--- config.mk ---
export PLATFORM = sky130hd
export DESIGN_NAME = ngss_term_unit
export DESIGN_NICKNAME = d
export VERILOG_FILES = /design/src/sv/newton_gain_split_search_defines.svh /design/src/sv/ngss_pkg.sv /design/src/sv/ngss_term_unit.sv
export SDC_FILE = /design/constraint.sdc
export NUM_CORES = 1
export LEC_CHECK = 0
export BUFFER_PORTS_ARGS = -buffer_cell sky130_fd_sc_hd__buf_4
export CORE_MARGIN = 10
export CORE_UTILIZATION = 45
export CTS_CLUSTER_DIAMETER = 80
export DETAILED_ROUTE_END_ITERATION = 16
export HOLD_SLACK_MARGIN = 0.08
export MAX_ROUTING_LAYER = met4
export SLEW_MARGIN = 20
export SYNTH_ARGS = -nofsm -noshare
export SYNTH_HDL_FRONTEND = slang
export SYNTH_SLANG_ARGS = --single-unit
--- constraint.sdc ---
create_clock -name clk -period 29.6 [get_ports clk]
set_clock_uncertainty 0.1 [all_clocks]
set_input_delay 1.48 -clock clk [delete_from_list [all_inputs] [get_ports clk]]
set_output_delay 1.48 -clock clk [all_outputs]
set_load 0.02 [all_outputs]
--- src/sv/newton_gain_split_search_defines.svh ---
// Assertion macros shared by the split search RTL
`ifndef NEWTON_GAIN_SPLIT_SEARCH_DEFINES_SVH
`define NEWTON_GAIN_SPLIT_SEARCH_DEFINES_SVH
`ifndef SYNTHESIS
`define NGSS_ASSERT(lbl, prop) \
	lbl: assert property (@(posedge clk) disable iff (!arst_n) prop) \
	else $error("ngss assertion failed");
`define NGSS_NEVER(lbl, expr) \
	lbl: assert property (@(posedge clk) disable iff (!arst_n) !(expr)) \
	else $error("ngss forbidden condition seen");
`else
`define NGSS_ASSERT(lbl, prop)
`define NGSS_NEVER(lbl, expr)
`endif
`endif

--- src/sv/ngss_pkg.sv ---
package ngss_pkg;

	localparam int MAX_BINS     = 256;
	localparam int MAX_FEATURES = 4096;
	localparam int BIN_AW       = $clog2(MAX_BINS);
	localparam int BIN_CW       = BIN_AW + 1;
	localparam int FEAT_W       = 12;
	localparam int SUM_W        = 40;
	localparam int TERM_W       = 105;
	localparam int ACC_W        = 108;
	localparam int CFG_IW       = 4;

	localparam logic [CFG_IW-1:0] CFG_LAMBDA    = CFG_IW'(0);
	localparam logic [CFG_IW-1:0] CFG_PENALTY   = CFG_IW'(1);
	localparam logic [CFG_IW-1:0] CFG_MIN_HESS  = CFG_IW'(2);
	localparam logic [CFG_IW-1:0] CFG_MIN_COUNT = CFG_IW'(3);

	typedef struct packed {
		logic signed [31:0] bin_grad;
		logic signed [31:0] bin_hess;
		logic [31:0]        bin_count;
		logic               feature_enabled;
		logic [15:0]        feature_boost;
		logic               last_bin;
		logic               last_feature;
	} bin_item_t;

	typedef struct packed {
		logic               split_found;
		logic [11:0]        best_feature;
		logic [7:0]         best_bin;
		logic signed [63:0] best_gain;
	} split_result_t;

	typedef struct packed {
		logic signed [31:0] grad;
		logic signed [31:0] hess;
		logic [31:0]        count;
	} bin_entry_t;

	// saturate a wide signed value to 64 bits
	function automatic logic signed [63:0] sat64(input logic signed [ACC_W-1:0] a);
		logic signed [63:0] r;
		if (a[ACC_W-1:63] == '0 || a[ACC_W-1:63] == '1)
			r = a[63:0];
		else if (a[ACC_W-1])
			r = {1'b1, 63'b0};
		else
			r = {1'b0, {63{1'b1}}};
		return r;
	endfunction

endpackage

--- src/sv/ngss_term_unit.sv ---
module ngss_term_unit (
	input  logic                             clk,
	input  logic                             arst_n,
	input  logic                             start,
	input  logic signed [ngss_pkg::SUM_W-1:0] g,
	input  logic signed [ngss_pkg::SUM_W-1:0] h,
	input  logic [31:0]                      lambda,
	output logic                             busy,
	output logic                             done,
	output logic [ngss_pkg::TERM_W-1:0]      term
);
	import ngss_pkg::*;

	localparam int PROD_W = 2 * SUM_W;
	localparam int NUM_W  = PROD_W + 16;
	localparam int DEN_W  = SUM_W + 1;
	localparam int REM_W  = DEN_W + 1;

	typedef enum logic [2:0] {
		TU_IDLE = 3'b001,
		TU_MUL  = 3'b010,
		TU_DIV  = 3'b100
	} tu_state_t;

	tu_state_t          state_q;
	logic [PROD_W-1:0]  mcand_q;
	logic [SUM_W-1:0]   mplier_q;
	logic [PROD_W-1:0]  prod_q;
	logic [DEN_W-1:0]   den_q;
	logic [REM_W-1:0]   rem_q;
	logic [NUM_W-1:0]   quo_q;
	logic [6:0]         cnt_q;
	logic               done_q;
	logic [TERM_W-1:0]  term_q;

	logic signed [DEN_W-1:0] den;
	logic [SUM_W-1:0]        mag;
	logic [PROD_W-1:0]       prod_next;
	logic [REM_W-1:0]        rem_shift;
	logic [REM_W-1:0]        rem_diff;
	logic                    q_bit;
	logic [REM_W-1:0]        rem_next;
	logic [NUM_W-1:0]        quo_next;

	always_comb begin
		den       = {h[SUM_W-1], h} + $signed({{(DEN_W-32){1'b0}}, lambda});
		mag       = g[SUM_W-1] ? SUM_W'(-g) : g;
		prod_next = prod_q + (mplier_q[0] ? mcand_q : '0);
		rem_shift = {rem_q[REM_W-2:0], quo_q[NUM_W-1]};
		rem_diff  = rem_shift - {1'b0, den_q};
		q_bit     = !rem_diff[REM_W-1];
		rem_next  = q_bit ? rem_diff : rem_shift;
		quo_next  = {quo_q[NUM_W-2:0], q_bit};
	end

	always_ff @(posedge clk or negedge arst_n) begin
		if (!arst_n) begin
			state_q <= TU_IDLE;
			done_q  <= 1'b0;
		end else begin
			done_q <= 1'b0;
			case (state_q)
				TU_IDLE: begin
					if (start) begin
						if (den[DEN_W-1] || den == '0) begin
							// non-positive denominator: zero or a huge constant
							term_q <= (g == '0) ? '0 : (TERM_W'(1) << 104);
							done_q <= 1'b1;
						end else begin
							den_q    <= den;
							mcand_q  <= PROD_W'(mag);
							mplier_q <= mag;
							prod_q   <= '0;
							cnt_q    <= 7'(SUM_W - 1);
							state_q  <= TU_MUL;
						end
					end
				end
				TU_MUL: begin
					prod_q   <= prod_next;
					mcand_q  <= {mcand_q[PROD_W-2:0], 1'b0};
					mplier_q <= {1'b0, mplier_q[SUM_W-1:1]};
					cnt_q    <= cnt_q - 7'd1;
					if (cnt_q == '0) begin
						quo_q   <= {prod_next, 16'b0};
						rem_q   <= '0;
						cnt_q   <= 7'(NUM_W - 1);
						state_q <= TU_DIV;
					end
				end
				TU_DIV: begin
					rem_q <= rem_next;
					quo_q <= quo_next;
					cnt_q <= cnt_q - 7'd1;
					if (cnt_q == '0) begin
						term_q  <= TERM_W'(quo_next);
						done_q  <= 1'b1;
						state_q <= TU_IDLE;
					end
				end
				default: state_q <= TU_IDLE;
			endcase
		end
	end

	assign busy = (state_q != TU_IDLE);
	assign done = done_q;
	assign term = term_q;

endmodule

### Word level (Yosys, flattened, before mapping)

Cells that the tools add are included.

| storage, ports and cells | value |
|---|---|
| bits in registers | 494 |
| input port bits | 115 |
| output and inout bits | 107 |

| cells by class | value |
|---|---|
| add/subtract/negate cells | 5 |
| equality and inequality tests | 9 |
| muxes and demuxes | 34 |
| bitwise gates (word level) | 1 |
| reduce and logical (&&, ||, !) cells | 15 |

Operators by type and width:

| operator | count |
|---|---|
| $mux W105 | 4 |
| $mux W80 | 5 |
| $pmux W80 S2 | 2 |
| $pmux W105 S2 | 1 |
| $pmux W96 S2 | 1 |
| $mux W40 | 3 |
| $mux W96 | 1 |
| $mux W41 | 2 |
| $pmux W41 S2 | 1 |
| $add A80 B80 Y80 | 1 |
| $pmux W40 S2 | 1 |
| $sub A42 B41 Y42 | 1 |
| $add A40 B33 Y41 | 1 |
| $logic_not A41 Y1 | 1 |
| $logic_not A40 Y1 | 1 |
| $neg A40 Y40 | 1 |
| $mux W7 | 3 |
| $pmux W7 S3 | 1 |
| $reduce_and A4 Y1 | 4 |
| $mux W3 | 4 |
| $ne A2 B2 Y1 const B | 5 |
| $pmux W3 S3 | 1 |
| $logic_not A7 Y1 | 1 |
| $sub A7 B1 Y7 const B | 1 |
| other kinds (13) | 17 |

### Logic depth before layout (Yosys ltp)

| logic depth | value |
|---|---|
| word-level depth | 6 |
| mapped depth | 15 |

### Worst setup path after synthesis

Ideal clock, no wire load.

| path | value |
|---|---|
| path type | input to register |
| from | input port h[0] (netlist bit) |
| to | register mcand_q[0] (enable) |
| library setup time | 0.812 ns |
| arrival | 13.144 ns |
| required time | 28.688 ns |
| slack | 15.544 ns |
| cell stages on the path | 12 |
| path buffers | 0 |
| cell sequence | ha_1 -> fa_1 -> a211oi_1 -> o211ai_1 -> nand3_1 -> a21oi_1 -> a31o_2 -> a211oi_1 -> xnor2_1 -> nand4b_1 -> nor2_1 -> o211ai_1 |

| between the ends | value |
|---|---|
| cells in the longest elaborated chain, start to end | 5 |

RTL lines:

| item | RTL line | source |
|---|---|---|
| start, declared | ngss_term_unit.sv:6 | `input logic signed [ngss_pkg::SUM_W-1:0] h,` |
| $add A40 B33 Y41 | ngss_term_unit.sv:46 | `den = {h[SUM_W-1], h} + $signed({{(DEN_W-32){1'b0}}, lambda});` |
| via den[30] | ngss_term_unit.sv:36 | `logic signed [DEN_W-1:0] den;` |
| $logic_not A41 Y1 | ngss_term_unit.sv:65 | `if (den[DEN_W-1] \|\| den == '0) begin` |
| $logic_or A1 B1 Y1 | ngss_term_unit.sv:65 |  |
| $ne A2 B2 Y1 (no line) | - |  |
| $reduce_and A4 Y1 (no line) | - |  |
| end signal, assigned | ngss_term_unit.sv:71 | `mcand_q <= PROD_W'(mag);` |
| end signal, assigned | ngss_term_unit.sv:81 | `mcand_q <= {mcand_q[PROD_W-2:0], 1'b0};` |
| end, declared | ngss_term_unit.sv:26 | `logic [PROD_W-1:0] mcand_q;` |

The timed path passes the listed nets, and every way through them passes these cells.
A chain may end at the register's enable or synchronous reset.

### Final worst setup path

| path | value |
|---|---|
| from | input port h[25] (netlist bit) |
| to | register term_q[41], in the netlist term[41] (enable) |

| between the ends | value |
|---|---|
| cells in the longest elaborated chain, start to end | 5 |

RTL lines:

| item | RTL line | source |
|---|---|---|
| $add A40 B33 Y41 * | ngss_term_unit.sv:46 |  |
| $logic_not A41 Y1 | ngss_term_unit.sv:65 |  |
| $logic_or A1 B1 Y1 * | ngss_term_unit.sv:65 |  |
| $ne A2 B2 Y1 (no line) * | - |  |
| $reduce_and A5 Y1 (no line) * | - |  |
| end signal, assigned | ngss_term_unit.sv:67 | `term_q <= (g == '0) ? '0 : (TERM_W'(1) << 104);` |
| end signal, assigned | ngss_term_unit.sv:96 | `term_q <= TERM_W'(quo_next);` |
| end, declared | ngss_term_unit.sv:34 | `logic [TERM_W-1:0] term_q;` |

Every way passes the cells marked *; elsewhere a longest branch is shown, timed or not.

==> metrics.md <==
| Metric | Value |
|---|---|
| Clk_lat worst skew | 0.61 ns |
| Syn-to-layout area delta | 14.02% |
| CP most frequent cell | buf_4 |
| Filler cells | 5815 |
| CP max stage cell | buf_4 |
| Finished Cell Area | 0.03348 mm^2 |
| Biggest cell delay along the critical path | 0.67 ns |
| All-Layer GR Usage | 19.56% |
| Initial DRC Count | 1411 |
| Async S/R FF share, synth | 0.8230% |
| Fmax | 160.4 MHz |
| Clk slew on worst S/H paths | 0.06 ns |
| Peak VDD IR | 0.04314 mV |
| # IOs | 222 |
| EDFF count, synth | 482 |
| WL final | 73.84 mm |
| CTS Buffer Depth | 3 |
| Remaining DRCs | 0 |
| Post-DRT Antenna Nets | 0 |
| Nature of the critical path endpoint | register |
| Worst Hold Class | reg2reg |
| Vias | 21.95k |
| Mapped Area | 0.02936 mm^2 |
| Crit path required time | 29.73 ns |
| Largest net degree at the start of global routing | 156 |
| Clk sinks | 486 |
| Total power | 1.835 mW |
| Initial antenna violation count | 0 |
| Static leakage | 12.86 nW |
| Cells after DPL | 3764 |
| Cts hold-fix bufs | 0 |
| # port buffers | 213 |
| Period minus WS final | 6.236 ns |
| DR pass1 iterations | 5 |
| Commonest non-fill, non-tap cell in the layout | edfxtp_1 |
| Ys flop type | edfxtp_1 |
| Critical Path Start Type | input pin |
| First-pass GRT wire length | 117.7 mm |
| Reg2Reg Depth | 13 |
| Clock tree from TritonCTS | yes |
| Share of post-route cells with drive strength above 1 | 11.99% |
| Vias in the first global route | 21.92k |
| Root Driver | clkbuf_16 |
| Mapped Cells | 2826 |
| Core area | 0.06458 mm^2 |
| Post-Layout Cell Count | 3867 |
| Levels on crit path | 12 |
| Buf+Inv Stages, Crit Path | 2 |
| Pwr/cell area | 54.81 mW/mm^2 |
| Setup Buffers After CTS | 0 |
| Post-DR vias/cell | 5.675 |
| Hold Slack | 0.4250 ns |
| Die H | 275.4 um |
| Delay-heaviest family, CP | compound AO/OA/AOI/OAI gates |
| Max cap viols | 0 |
| Grt ovf | 0 |
| Initial Utilization | 45.47% |
| Largest fanout on the critical path | 58 |
| Endpoints failing setup | 0 |
| RSZ-0062 raised after global routing | false |
| Setup slack, reg-to-reg | 24.34 ns |
| Worst-path cell chain | buf_4, ha_1, nand4_1, or4_1, a31oi_1, o31ai_1, a2111oi_1, xnor2_1, and3_1, nor4b_1, o21a_4, buf_4 |
| Nets@finish | 3238 |
| DPL Wire Length | 53.40 mm |
| Synth unique cells | 87 |
| Die area | 0.07587 mm^2 |
| Final Hold Vio Count | 0 |
| Status | completed |
| Max Slew Vio Count | 0 |
| Syn Area/Cell | 10.39 um^2 |
| Num rows | 93 |
| H-tree depth | 2 |
| Hold path cells | 1 |
| Number of cells upsized or downsized after cts | 0 |
| Gpl congestion | 0.9281 |
| Area after DPL | 0.03160 mm^2 |
| Commonest non-fill, non-tap cells in the layout | edfxtp_1 (482), buf_4 (227), nand2_1 (217) |
| Total CTS buffers | 54 |
| Critical Path AT | 6.37 ns |
| FF+latch count, synth | 486 |
| Avg WL per Cell | 19.10 um |
| Path type of the worst setup path | in2reg |
| Die X | 275.4 um |
| Slew @ Worst Pin | 1.091 ns |
| Max_slew headroom | 27.28% |
| Period utilization | 21.07% |
| Sequential share of the synthesized area | 49.64% |
| Final setup TNS | 0 ns |
| YS warnings | 0 |
[synth_stat cells, types with 44 or more instances]
library cell / count / area, um^2
o21ai_1: 53 / 265.3
nand4_1: 44 / 275.3
nand2_1: 218 / 818.3
nor2_1: 199 / 747.0
o21bai_1: 97 / 728.2
edfxtp_1: 482 / 14470
and2_1: 183 / 1145
a21o_1: 85 / 638.1
o21a_1: 105 / 788.3
nand3_1: 68 / 340.3
clkbuf_1: 122 / 457.9
xor2_1: 80 / 700.7
a21oi_1: 178 / 890.9
ha_1: 154 / 1927
inv_1: 93 / 349.1
and3_1: 66 / 412.9
xnor2_1: 83 / 727.0
o21ai_0: 98 / 490.5
nor3_1: 44 / 220.2
[registers in the layout (all words and copies together) (netlist names)]
register and flops:
term 97, mplier_q 40, prod_q 80, rem_q 41
quo_q 96, done 1, den_q 41, state_q 3
mcand_q 80, cnt_q 7
[power by group]
| group | internal (mW) | leakage [nW] | switching (mW) |
|---|---|---|---|
| Clock | 0.405 | 0.891 | 0.292 |
| Sequential | 0.801 | 4.52 | 0.0106 |
| Combinational | 0.122 | 7.45 | 0.204 |
| Total | 1.33 | 12.9 | 0.507 |
[final cells by class]
class / count / area, um^2 / area share (%)
Sequential cell: 486 / 14580 / 43.53
Tap cell: 855 / 1070 / 3.195
Inverter: 93 / 349.1 / 1.043
Clock inverter: 42 / 456.7 / 1.364
Antenna cell: 1 / 2.502 / 0.007474
Clock buffer: 59 / 1391 / 4.156
Timing Repair Buffer: 229 / 1752 / 5.232
Multi-Input combinational cell: 2102 / 13880 / 41.47
[final timing paths]
kind	from	end
worst min-delay path	mplier_q[1]	mplier_q[0]
worst max register to register	mplier_q[0]	quo_q[93]
min in group asynchronous	arst_n	state_q[2]
worst min register to register	mplier_q[1]	mplier_q[0]
worst max-delay path	h[25]	term[41]
max in group asynchronous	arst_n	state_q[0]
[per-layer routing]
layer | vias to the layer above | part of all wire, % | global-route usage, % | wire, um
li1 | 10770 | - | - | -
met1 | 10565 | 46 | 25.33 | 33950
met2 | 485 | 47 | 31.42 | 34690
met3 | 125 | 4.2 | 2.666 | 3116
met4 | 0 | 2.8 | 6.313 | 2091
met5 | - | 0 | - | 0
[logic make-up (layout without fill, tap and decap cells)]
group | after synthesis | in the layout | share of synthesized area, %
buffers and inverters | 245 | 423 | 3.336
adder cells (fa/ha/maj) | 157 | 157 | 6.767
other | 1 | 9 | 0.01277
multiplexers | 5 | 5 | 0.1747
AO/OA/AOI/OAI | 814 | 814 | 18.51
XOR/XNOR | 163 | 163 | 4.862
flip-flops | 486 | 486 | 49.64
AND/OR/NAND/NOR | 955 | 955 | 16.70
[stage by stage]
step,utilization (%),setup WS [ns]
2_1_floorplan,-,15.54
3_3_place_gp,48.93,22.74
3_5_place_dp,48.93,22.61
4_1_cts,51.80,23.27
5_1_grt,51.84,22.91
6_report,51.84,23.36
No activity file was read; power rests on OpenSTA's default activity.
